## config.mk

```make
export PLATFORM = sky130hd
export DESIGN_NAME = quad_face_dof_orientation_numbering_top
export DESIGN_NICKNAME = d
export VERILOG_FILES = /design/src/qfdon_pkg.sv /design/src/qfdon_front.sv /design/src/qfdon_emit.sv /design/src/quad_face_dof_orientation_numbering_top.sv
export SDC_FILE = /design/constraint.sdc
export NUM_CORES = 2
export LEC_CHECK = 0
export BUFFER_PORTS_ARGS = -buffer_cell sky130_fd_sc_hd__clkbuf_2
export CORE_UTILIZATION = 40
export CTS_CLUSTER_SIZE = 12
export DETAILED_ROUTE_END_ITERATION = 12
export GPL_ROUTABILITY_DRIVEN = 1
export SETUP_SLACK_MARGIN = 0.3
export SLEW_MARGIN = 20
export SYNTH_ARGS = -nofsm -noshare
export SYNTH_HDL_FRONTEND = slang
export SYNTH_SLANG_ARGS = --single-unit
```

## constraint.sdc

```tcl
create_clock -name clk -period 22.1 [get_ports clk]
set_input_delay 2.21 -clock clk [delete_from_list [all_inputs] [get_ports clk]]
set_output_delay 2.21 -clock clk [all_outputs]
set_load 0.05 [all_outputs]
```

## src/qfdon_pkg.sv

```systemverilog
// Shared types and constants for the quad face dof numbering block.
package qfdon_pkg;

  localparam int NODE_W = 31;
  localparam int ADDR_W = 32;
  localparam int CNT_W  = 6;
  localparam int DIM_W  = 3;

  localparam logic [3:0]       MAX_DEGREE      = 4'd8;
  localparam logic [3:0]       MAX_LOCAL_FACES = 4'd12;
  localparam logic [CNT_W-1:0] MAX_RESULTS     = 6'd49;

  // configuration register indexes
  localparam logic [2:0] REG_FACE_DEGREE   = 3'd0;
  localparam logic [2:0] REG_DOFS_PER_FACE = 3'd1;
  localparam logic [2:0] REG_DOF_ORIGIN    = 3'd2;
  localparam logic [2:0] REG_OUT_BASE      = 3'd3;
  localparam logic [2:0] REG_OUT_STRIDE    = 3'd4;

  // orientation codes
  localparam logic signed [3:0] ORIENT_P1 = 4'sd1;
  localparam logic signed [3:0] ORIENT_P2 = 4'sd2;
  localparam logic signed [3:0] ORIENT_P3 = 4'sd3;
  localparam logic signed [3:0] ORIENT_P4 = 4'sd4;
  localparam logic signed [3:0] ORIENT_N1 = -4'sd1;
  localparam logic signed [3:0] ORIENT_N2 = -4'sd2;
  localparam logic signed [3:0] ORIENT_N3 = -4'sd3;
  localparam logic signed [3:0] ORIENT_N4 = -4'sd4;

  // configuration as seen by the datapath, with derived sizes
  typedef struct packed {
    logic [DIM_W-1:0]  n;        // interior dofs per side
    logic [CNT_W-1:0]  count;    // results per face
    logic [CNT_W-1:0]  dofs;     // dofs_per_face register
    logic [ADDR_W-1:0] origin;
    logic [ADDR_W-1:0] base;
    logic [15:0]       stride;
  } cfg_t;

  // one oriented face handed to the dof walker
  typedef struct packed {
    logic signed [3:0] code;
    logic [ADDR_W-1:0] slot0;
    logic [ADDR_W-1:0] dof0;
  } item_t;

endpackage

```

## src/qfdon_front.sv

```systemverilog
// Three-stage front end: capture, rotate and multiply, orientation code and base sums.
module qfdon_front (
  input  logic                                clk,
  input  logic                                rst,
  input  logic                                start,
  output logic                                busy,
  input  logic [qfdon_pkg::NODE_W-1:0]        corner_a,
  input  logic [qfdon_pkg::NODE_W-1:0]        corner_b,
  input  logic [qfdon_pkg::NODE_W-1:0]        corner_c,
  input  logic [qfdon_pkg::NODE_W-1:0]        corner_d,
  input  logic [qfdon_pkg::NODE_W-1:0]        face_number,
  input  logic [qfdon_pkg::NODE_W-1:0]        cell_number,
  input  logic [3:0]                          local_face,
  input  qfdon_pkg::cfg_t                     cfg,
  input  logic                                item_ready,
  output logic                                item_valid,
  output qfdon_pkg::item_t                    item
);

  // stage 1: captured word
  logic                              s1_valid;
  logic [qfdon_pkg::NODE_W-1:0]      s1_node [4];
  logic [qfdon_pkg::NODE_W-1:0]      s1_face;
  logic [qfdon_pkg::NODE_W-1:0]      s1_cell;
  logic [3:0]                        s1_lf;

  // stage 2: rotated corners and products
  logic                              s2_valid;
  logic [qfdon_pkg::NODE_W-1:0]      s2_rot  [4];
  logic [qfdon_pkg::NODE_W-1:0]      s2_orig [4];
  logic [qfdon_pkg::ADDR_W-1:0]      s2_cell_prod;
  logic [qfdon_pkg::ADDR_W-1:0]      s2_base_lf;
  logic [qfdon_pkg::ADDR_W-1:0]      s2_face_prod;

  // stage 3: finished item
  logic                              s3_valid;
  qfdon_pkg::item_t                  s3_item;

  logic                              s1_keep;
  logic                              s1_en, s2_en, s3_en;
  logic                              accept;
  logic [3:0]                        is_min;
  logic [1:0]                        shift;
  logic [qfdon_pkg::NODE_W-1:0]      rot [4];
  logic [46:0]                       cell_prod;
  logic [36:0]                       face_prod;
  logic [9:0]                        lf_prod;
  logic signed [3:0]                 code_raw;
  logic signed [3:0]                 code;

  // faces with a bad slot or no dofs are dropped leaving stage 1
  assign s1_keep = (s1_lf < qfdon_pkg::MAX_LOCAL_FACES) && (cfg.count != '0);

  assign s3_en  = !s3_valid || item_ready;
  assign s2_en  = !s2_valid || s3_en;
  assign s1_en  = !s1_valid || !s1_keep || s2_en;
  assign busy   = !s1_en;
  assign accept = start && !busy;

  assign item_valid = s3_valid;
  assign item       = s3_item;

  // strict-minimum search: corner k is the first one strictly below the others
  always_comb begin
    for (int k = 0; k < 4; k++) begin
      is_min[k] = (s1_node[k] < s1_node[2'(k + 1)]) &&
                  (s1_node[k] < s1_node[2'(k + 2)]) &&
                  (s1_node[k] < s1_node[2'(k + 3)]);
    end
    priority if (is_min[0]) shift = 2'd0;
    else if (is_min[1])     shift = 2'd1;
    else if (is_min[2])     shift = 2'd2;
    else if (is_min[3])     shift = 2'd3;
    else                    shift = 2'd0;   // full turn: original order
    for (int i = 0; i < 4; i++) begin
      rot[i] = s1_node[2'(i) + shift];
    end
  end

  assign cell_prod = 47'(s1_cell) * 47'(cfg.stride);
  assign face_prod = 37'(s1_face) * 37'(cfg.dofs);
  assign lf_prod   = 10'(s1_lf) * 10'(cfg.dofs);

  // first match of the rotated corners against the original order
  always_comb begin
    priority if (s2_rot[0] == s2_orig[0] && s2_rot[1] == s2_orig[1] &&
                 s2_rot[2] == s2_orig[2] && s2_rot[3] == s2_orig[3])
      code_raw = qfdon_pkg::ORIENT_P1;
    else if (s2_rot[0] == s2_orig[1] && s2_rot[1] == s2_orig[2] &&
             s2_rot[2] == s2_orig[3] && s2_rot[3] == s2_orig[0])
      code_raw = qfdon_pkg::ORIENT_P2;
    else if (s2_rot[0] == s2_orig[2] && s2_rot[1] == s2_orig[3] &&
             s2_rot[2] == s2_orig[0] && s2_rot[3] == s2_orig[1])
      code_raw = qfdon_pkg::ORIENT_P3;
    else if (s2_rot[0] == s2_orig[3] && s2_rot[1] == s2_orig[0] &&
             s2_rot[2] == s2_orig[1] && s2_rot[3] == s2_orig[2])
      code_raw = qfdon_pkg::ORIENT_P4;
    else if (s2_rot[0] == s2_orig[0] && s2_rot[1] == s2_orig[3] &&
             s2_rot[2] == s2_orig[2] && s2_rot[3] == s2_orig[1])
      code_raw = qfdon_pkg::ORIENT_N1;
    else if (s2_rot[0] == s2_orig[1] && s2_rot[1] == s2_orig[0] &&
             s2_rot[2] == s2_orig[3] && s2_rot[3] == s2_orig[2])
      code_raw = qfdon_pkg::ORIENT_N2;
    else if (s2_rot[0] == s2_orig[2] && s2_rot[1] == s2_orig[1] &&
             s2_rot[2] == s2_orig[0] && s2_rot[3] == s2_orig[3])
      code_raw = qfdon_pkg::ORIENT_N3;
    else if (s2_rot[0] == s2_orig[3] && s2_rot[1] == s2_orig[2] &&
             s2_rot[2] == s2_orig[1] && s2_rot[3] == s2_orig[0])
      code_raw = qfdon_pkg::ORIENT_N4;
    else
      code_raw = qfdon_pkg::ORIENT_P1;
    // mirrored when rotated corner 1 exceeds rotated corner 3
    code = (s2_rot[1] > s2_rot[3]) ? -code_raw : code_raw;
  end

  always_ff @(posedge clk) begin
    if (rst) begin
      s1_valid <= 1'b0;
      s2_valid <= 1'b0;
      s3_valid <= 1'b0;
    end else begin
      if (s1_en) s1_valid <= accept;
      if (s2_en) s2_valid <= s1_valid && s1_keep;
      if (s3_en) s3_valid <= s2_valid;
    end
  end

  always_ff @(posedge clk) begin
    if (s1_en) begin
      s1_node[0] <= corner_a;
      s1_node[1] <= corner_b;
      s1_node[2] <= corner_c;
      s1_node[3] <= corner_d;
      s1_face    <= face_number;
      s1_cell    <= cell_number;
      s1_lf      <= local_face;
    end
    if (s2_en) begin
      for (int i = 0; i < 4; i++) begin
        s2_rot[i]  <= rot[i];
        s2_orig[i] <= s1_node[i];
      end
      s2_cell_prod <= cell_prod[31:0];
      s2_face_prod <= face_prod[31:0];
      s2_base_lf   <= cfg.base + 32'(lf_prod);
    end
    if (s3_en) begin
      s3_item.code  <= code;
      s3_item.slot0 <= s2_base_lf + s2_cell_prod;
      s3_item.dof0  <= cfg.origin + s2_face_prod;
    end
  end

endmodule

```

## src/qfdon_emit.sv

```systemverilog
// Dof walker: one result word per cycle from an oriented face.
module qfdon_emit (
  input  logic                           clk,
  input  logic                           rst,
  input  qfdon_pkg::cfg_t                cfg,
  input  logic                           item_valid,
  input  qfdon_pkg::item_t               item,
  output logic                           item_ready,
  output logic                           dof_valid,
  output logic [qfdon_pkg::ADDR_W-1:0]   table_slot,
  output logic [qfdon_pkg::ADDR_W-1:0]   dof_number,
  output logic signed [3:0]              orient_code,
  output logic                           last_dof
);

  logic                            active;
  qfdon_pkg::item_t                cur;
  logic [qfdon_pkg::CNT_W-1:0]     d;
  logic [qfdon_pkg::DIM_W-1:0]     a, b;     // row and column, zero based
  logic [qfdon_pkg::DIM_W-1:0]     m;
  logic [qfdon_pkg::DIM_W-1:0]     rr, ss;
  logic [qfdon_pkg::CNT_W-1:0]     perm;
  logic                            em_last;
  logic                            load;

  assign m          = cfg.n - 3'd1;
  assign em_last    = active && (d == cfg.count - 6'd1);
  assign item_ready = !active || em_last;
  assign load       = item_valid && item_ready;

  always_comb begin
    unique case (cur.code)
      qfdon_pkg::ORIENT_P1: begin rr = b;     ss = a;     end
      qfdon_pkg::ORIENT_N2: begin rr = b;     ss = m - a; end
      qfdon_pkg::ORIENT_N3: begin rr = m - a; ss = m - b; end
      qfdon_pkg::ORIENT_N4: begin rr = m - b; ss = a;     end
      qfdon_pkg::ORIENT_N1: begin rr = a;     ss = b;     end
      qfdon_pkg::ORIENT_P2: begin rr = m - a; ss = b;     end
      qfdon_pkg::ORIENT_P3: begin rr = m - b; ss = m - a; end
      qfdon_pkg::ORIENT_P4: begin rr = a;     ss = m - b; end
      default:              begin rr = a;     ss = b;     end
    endcase
    perm = 6'(cfg.n) * 6'(rr) + 6'(ss);
  end

  always_ff @(posedge clk) begin
    if (rst) begin
      active    <= 1'b0;
      dof_valid <= 1'b0;
    end else begin
      dof_valid <= active;
      if (load)         active <= 1'b1;
      else if (em_last) active <= 1'b0;
    end
  end

  always_ff @(posedge clk) begin
    if (active) begin
      table_slot  <= cur.slot0 + 32'(d);
      dof_number  <= cur.dof0 + 32'(perm);
      orient_code <= cur.code;
      last_dof    <= em_last;
    end
    if (load) begin
      cur <= item;
      d   <= '0;
      a   <= '0;
      b   <= '0;
    end else if (active) begin
      d <= d + 6'd1;
      if (b == m) begin
        b <= '0;
        a <= a + 3'd1;
      end else begin
        b <= b + 3'd1;
      end
    end
  end

endmodule

```

## src/quad_face_dof_orientation_numbering_top.sv

```systemverilog
// Top level of the quad face interior dof numbering block.
//
//  channel   | handshake              | word
//  ----------+------------------------+-------------------------------------------
//  input     | start & !busy          | corner_a..d, face_number, cell_number,
//            |                        | local_face
//  config    | cfg_we (no wait)       | cfg_idx selects register, cfg_data
//  result    | dof_valid, one cycle   | table_slot, dof_number, orient_code,
//            |                        | last_dof
//
// Three front stages (capture; rotation and products; code and base sums) feed the
// dof walker: min(dofs_per_face, (degree-1)^2) words per face, up to 49, one a cycle.
// Faces pass the registered front stages and walker; result words are registered.
// The walker sets the rate; the next face follows with no gap. Faces with no
// dofs or a bad local slot give no words. Reset clears valid bits, loads defaults.
// The receiver cannot stall; busy rises only when the front is full behind the walker.
module quad_face_dof_orientation_numbering_top (
  input  logic                           clk,
  input  logic                           rst,
  input  logic                           start,
  output logic                           busy,
  input  logic [qfdon_pkg::NODE_W-1:0]   corner_a,
  input  logic [qfdon_pkg::NODE_W-1:0]   corner_b,
  input  logic [qfdon_pkg::NODE_W-1:0]   corner_c,
  input  logic [qfdon_pkg::NODE_W-1:0]   corner_d,
  input  logic [qfdon_pkg::NODE_W-1:0]   face_number,
  input  logic [qfdon_pkg::NODE_W-1:0]   cell_number,
  input  logic [3:0]                     local_face,
  input  logic                           cfg_we,
  input  logic [2:0]                     cfg_idx,
  input  logic [31:0]                    cfg_data,
  output logic                           dof_valid,
  output logic [qfdon_pkg::ADDR_W-1:0]   table_slot,
  output logic [qfdon_pkg::ADDR_W-1:0]   dof_number,
  output logic signed [3:0]              orient_code,
  output logic                           last_dof
);

  // configuration registers
  logic [3:0]                    face_degree;
  logic [qfdon_pkg::CNT_W-1:0]   dofs_per_face;
  logic [31:0]                   dof_origin;
  logic [31:0]                   out_base;
  logic [15:0]                   out_stride;

  logic [3:0]                    deg_sat;
  logic [qfdon_pkg::DIM_W-1:0]   n;
  logic [qfdon_pkg::CNT_W-1:0]   nsq;
  logic [qfdon_pkg::CNT_W-1:0]   cnt_min;
  qfdon_pkg::cfg_t               cfg;
  logic                          item_valid, item_ready;
  qfdon_pkg::item_t              item;

  always_ff @(posedge clk) begin
    if (rst) begin
      face_degree   <= 4'd2;
      dofs_per_face <= 6'd1;
      dof_origin    <= '0;
      out_base      <= '0;
      out_stride    <= '0;
    end else if (cfg_we) begin
      unique case (cfg_idx)
        qfdon_pkg::REG_FACE_DEGREE:   face_degree   <= cfg_data[3:0];
        qfdon_pkg::REG_DOFS_PER_FACE: dofs_per_face <= cfg_data[5:0];
        qfdon_pkg::REG_DOF_ORIGIN:    dof_origin    <= cfg_data;
        qfdon_pkg::REG_OUT_BASE:      out_base      <= cfg_data;
        qfdon_pkg::REG_OUT_STRIDE:    out_stride    <= cfg_data[15:0];
        default: ;  // unused indexes are ignored
      endcase
    end
  end

  // degree saturates; below two there are no interior dofs
  always_comb begin
    deg_sat = (face_degree > qfdon_pkg::MAX_DEGREE) ? qfdon_pkg::MAX_DEGREE : face_degree;
    n       = (deg_sat >= 4'd2) ? 3'(deg_sat - 4'd1) : '0;
    nsq     = 6'(n) * 6'(n);
    cnt_min = (dofs_per_face > nsq) ? nsq : dofs_per_face;
    cfg.n      = n;
    cfg.count  = (cnt_min > qfdon_pkg::MAX_RESULTS) ? qfdon_pkg::MAX_RESULTS : cnt_min;
    cfg.dofs   = dofs_per_face;
    cfg.origin = dof_origin;
    cfg.base   = out_base;
    cfg.stride = out_stride;
  end

  qfdon_front u_front (
    .clk         (clk),
    .rst         (rst),
    .start       (start),
    .busy        (busy),
    .corner_a    (corner_a),
    .corner_b    (corner_b),
    .corner_c    (corner_c),
    .corner_d    (corner_d),
    .face_number (face_number),
    .cell_number (cell_number),
    .local_face  (local_face),
    .cfg         (cfg),
    .item_ready  (item_ready),
    .item_valid  (item_valid),
    .item        (item)
  );

  qfdon_emit u_emit (
    .clk         (clk),
    .rst         (rst),
    .cfg         (cfg),
    .item_valid  (item_valid),
    .item        (item),
    .item_ready  (item_ready),
    .dof_valid   (dof_valid),
    .table_slot  (table_slot),
    .dof_number  (dof_number),
    .orient_code (orient_code),
    .last_dof    (last_dof)
  );

endmodule

```

==> results.py <==
metrics = {
    "critical_path": {
        "rr_worst_depth": 32,
        "required_ns": 19.89,
        "worst-setup-path-type": "reg2out",
        "arrival_ns": 6.54,
        "crit_fanout": 45,
        "cp-start-kind": "flip-flop",
        "crit_path_end_kind": "primary output",
    },
    "power_and_ir_drop": {
        "p_switching_uw": 1883,
        "power_uw": 5295,
        "p_comb_frac": 0.253,
        "leakagePower_uw": 0.03271,
        "powerDensity_nw_per_um2": 71.26,
        "switching_share": 0.3555,
        "p_int_uw": 3413,
        "p_clk_frac": 0.306,
        "ir_worst_vdd_mv": 0.06507,
        "sequentialPowerShare": 0.441,
    },
    "yosys": {
        "syn_nets": 7599,
        "yosysWarnings": 0,
        "ys_seq_elements": 846,
        "yosysSeqAreaShare": 0.3606,
        "synthCells": 6323,
        "synth_top_cell_area_share": 0.3289,
        "synth-edff-count": 739,
        "yosys-top-cells-area": "edfxtp_1 (33%), fa_1 (13%), ha_1 (11%)",
        "ys.flop_type": "edfxtp_1",
        "netlist_area_um2": 67470,
        "async_flop_share": 0,
        "synth_area_per_cell_um2": 10.67,
        "ys_types": 90,
        "synth_top_area_cell": "edfxtp_1",
    },
    "placed_design": {
        "place_area_um2": 71100,
        "dp_cells": 8652,
        "port_buffers": 299,
        "gp_congestion": 1.035,
        "dp_hpwl_mm": 182.3,
    },
    "sta": {
        "fin_crit_ns": 8.746,
        "hold_viol": 0,
        "finClkSkew_ns": 0.05794,
        "fmax_ghz": 0.1143,
        "slew_viol_final": 0,
        "worst_slew_pin_slew_ns": 1.153,
        "relSlewSlack": 0.2311,
        "period_share": 0.3957,
        "finalSetupTns_ns": 0,
        "grt_setup_unrepaired": "false",
        "setup_viol": 0,
    },
    "global_routing": {
        "antenna_found_initial": 19,
        "grt_usage": 0.2690,
        "grt_pass1_vias": 47864,
        "grt-ovfl-total": 0,
        "grt_max_degree": 176,
        "grt_pass1_wl_mm": 332.3,
    },
    "clock_network": {
        "clockBufferDepth": 3,
        "postCtsSetupRepairBufs": 0,
        "cts_resized": 0,
        "clock_latency_ns": 0.77,
        "clock_sinks": 846,
        "cts_tree": "done",
        "cts_buffers": 98,
        "hold_buffers": 0,
        "h-tree-depth": 3,
        "root_buffer": "clkbuf_16",
        "path_clk_slew_ns": 0.06,
    },
    "floorplan": {
        "fp.dieH_um": 412.7,
        "die_area_um2": 170300,
        "die_width_um": 412.7,
        "ios": 300,
        "start_util": 0.4030,
        "coreArea_um2": 167400,
        "row_count": 150,
    },
    "finish": {
        "multi_input_area_um2": 39630,
        "regArea_um2": 24340,
        "area_growth_pct": 10.13,
        "stdcell_count": 8840,
        "drive_gt1_frac": 0.08084,
        "nFillCells": 15872,
        "fin_nets": 7825,
        "post-route-cell-area_um2": 74310,
    },
    "detailed_routing": {
        "drc": 0,
        "wl_mm": 231.5,
        "via_count": 48803,
        "postRouteAntennaNets": 0,
        "wl_per_cell_um": 26.18,
        "drt_iter0_drc": 4726,
        "routed_via_density": 5.521,
        "drt_pre_antenna_iters": 5,
    },
    "worst_hold_path": {
        "min_path_cells": 0,
        "hold_class": "reg2reg",
    },
    "outcome": {
        "status": "complete, no violations",
    },
    "run": {
        "cap_violations": 0,
    },
}
-- cells in the mapped netlist (31+ instances only) --
master	instances
nand2_1	769
edfxtp_1	739
inv_1	654
ha_1	610
fa_1	437
xor2_1	394
mux2i_1	381
xnor2_1	348
a21oi_1	307
clkbuf_1	165
nor2_1	164
and2_1	160
a21o_1	136
o21ai_0	130
nand4_1	115
dfxtp_1	107
nor4_1	106
nand3_1	66
nor3_1	51
nor2b_1	39
and3_1	37
nand2b_1	31
-- layer usage --
layer	track usage	part of all wire	vias up
li1	-	-	22099
met1	0.3975	0.46	24582
met2	0.3971	0.43	1826
met3	0.05332	0.082	284
met4	0.07382	0.029	12
met5	0	0.00032	-
-- cell type report --
class                           instances  share of cell area
Clock inverter                         61            0.008149
Clock buffer                          120             0.03453
Sequential cell                       846              0.3275
Tap cell                             2204             0.03711
Timing Repair Buffer                  352             0.02603
Inverter                              656             0.03314
Antenna cell                            6           0.0002020
Multi-Input combinational cell       4595              0.5333
-- through the flow --
stage	setup slack (ns)	util	hold slack (ns)
floorplan	9.196	-	0.4003
global placement	14.23	0.4247	0.4028
detailed placement	14.14	0.4247	0.4045
CTS	13.32	0.4436	0.4153
global route	12.90	0.4438	0.4245
finish	13.35	0.4439	0.4176
-- worst max-delay path, cell delays in order (launching register included) --
cell and delay (ns):
dfxtp_1 0.49, inv_1 0.09, nand2_1 0.12, inv_1 0.12
ha_1 0.25, or3_1 0.34, nor2_1 0.14, nor2_1 0.09
and2_1 0.17, ha_1 0.20, xnor2_1 0.39, ha_1 0.33
and2_1 0.17, a21oi_1 0.24, nor2_1 0.16, o32ai_1 0.47
ha_1 0.33, xnor2_1 0.14, a31oi_1 0.05, and4b_4 0.25
or4_4 0.74, nor2_1 0.19, clkbuf_2 0.30
-- cells in the final DEF (no fill, tap or decap), drive strengths merged, types with 54 or more instances in the layout --
cell type	netlist	final
nand2	769	769
nand4	116	116
a21o	136	136
ha	610	610
dfxtp	107	107
a21oi	308	308
clkbuf	170	418
nor2	164	164
edfxtp	739	739
and2	160	160
nor4	106	106
xnor2	348	348
mux2i	381	381
buf	56	54
inv	656	661
xor2	394	394
nand3	66	66
o21ai	134	134
fa	437	437
-- logic make-up after synthesis --
logic type                 synth area share
buffers and inverters               0.05294
muxes                               0.05669
adders and majority gates            0.2428
DFF                                  0.3606
xor gates and xnor gates            0.09631
AOI/OAI and AO/OA                   0.07755
and+or+nand+nor                      0.1131
-- flip-flops by register name, summed over array words and instances (netlist names), 3 cells and up --
name	flops
u_emit.d	6
dofs_per_face	6
u_emit.cur	68
out_stride	16
u_front.s1_cell	31
u_front.s2_rot	124
u_front.s1_lf	4
u_emit.table_slot	32
u_front.s2_base_lf	32
u_front.item	68
u_front.s2_cell_prod	32
face_degree	4
u_emit.dof_number	32
u_front.s2_orig	124
dof_origin	32
out_base	32
u_front.s1_face	31
u_emit.a	3
u_emit.orient_code	4
u_emit.b	3
u_front.s2_face_prod	32
u_front.s1_node	124
-- power by group through the flow --
stage | Combinational [uW] | Clock [uW] | Sequential [uW]
6_report | 1340 | 1620 | 2330
5_1_grt | 1450 | 1700 | 2340
4_1_cts | 1320 | 1650 | 2320
3_5_place_dp | 1310 | 0 | 2350
3_3_place_gp | 1300 | 0 | 2350
2_1_floorplan | 952 | 0 | 2140
-- worst paths after layout --
kind	start	endpoint	slack [ns]
min	u_front.item[67]$_DFFE_PP_	u_emit.cur[67]$_DFFE_PP_	0.42
max	face_degree[3]$_SDFFE_PP0P_	busy	13.35
max reg2reg	face_degree[3]$_SDFFE_PP0P_	u_emit.dof_number[29]$_DFFE_PP_	14.52
min reg2reg	u_front.item[67]$_DFFE_PP_	u_emit.cur[67]$_DFFE_PP_	0.42
(Power assumes the default switching activity.)
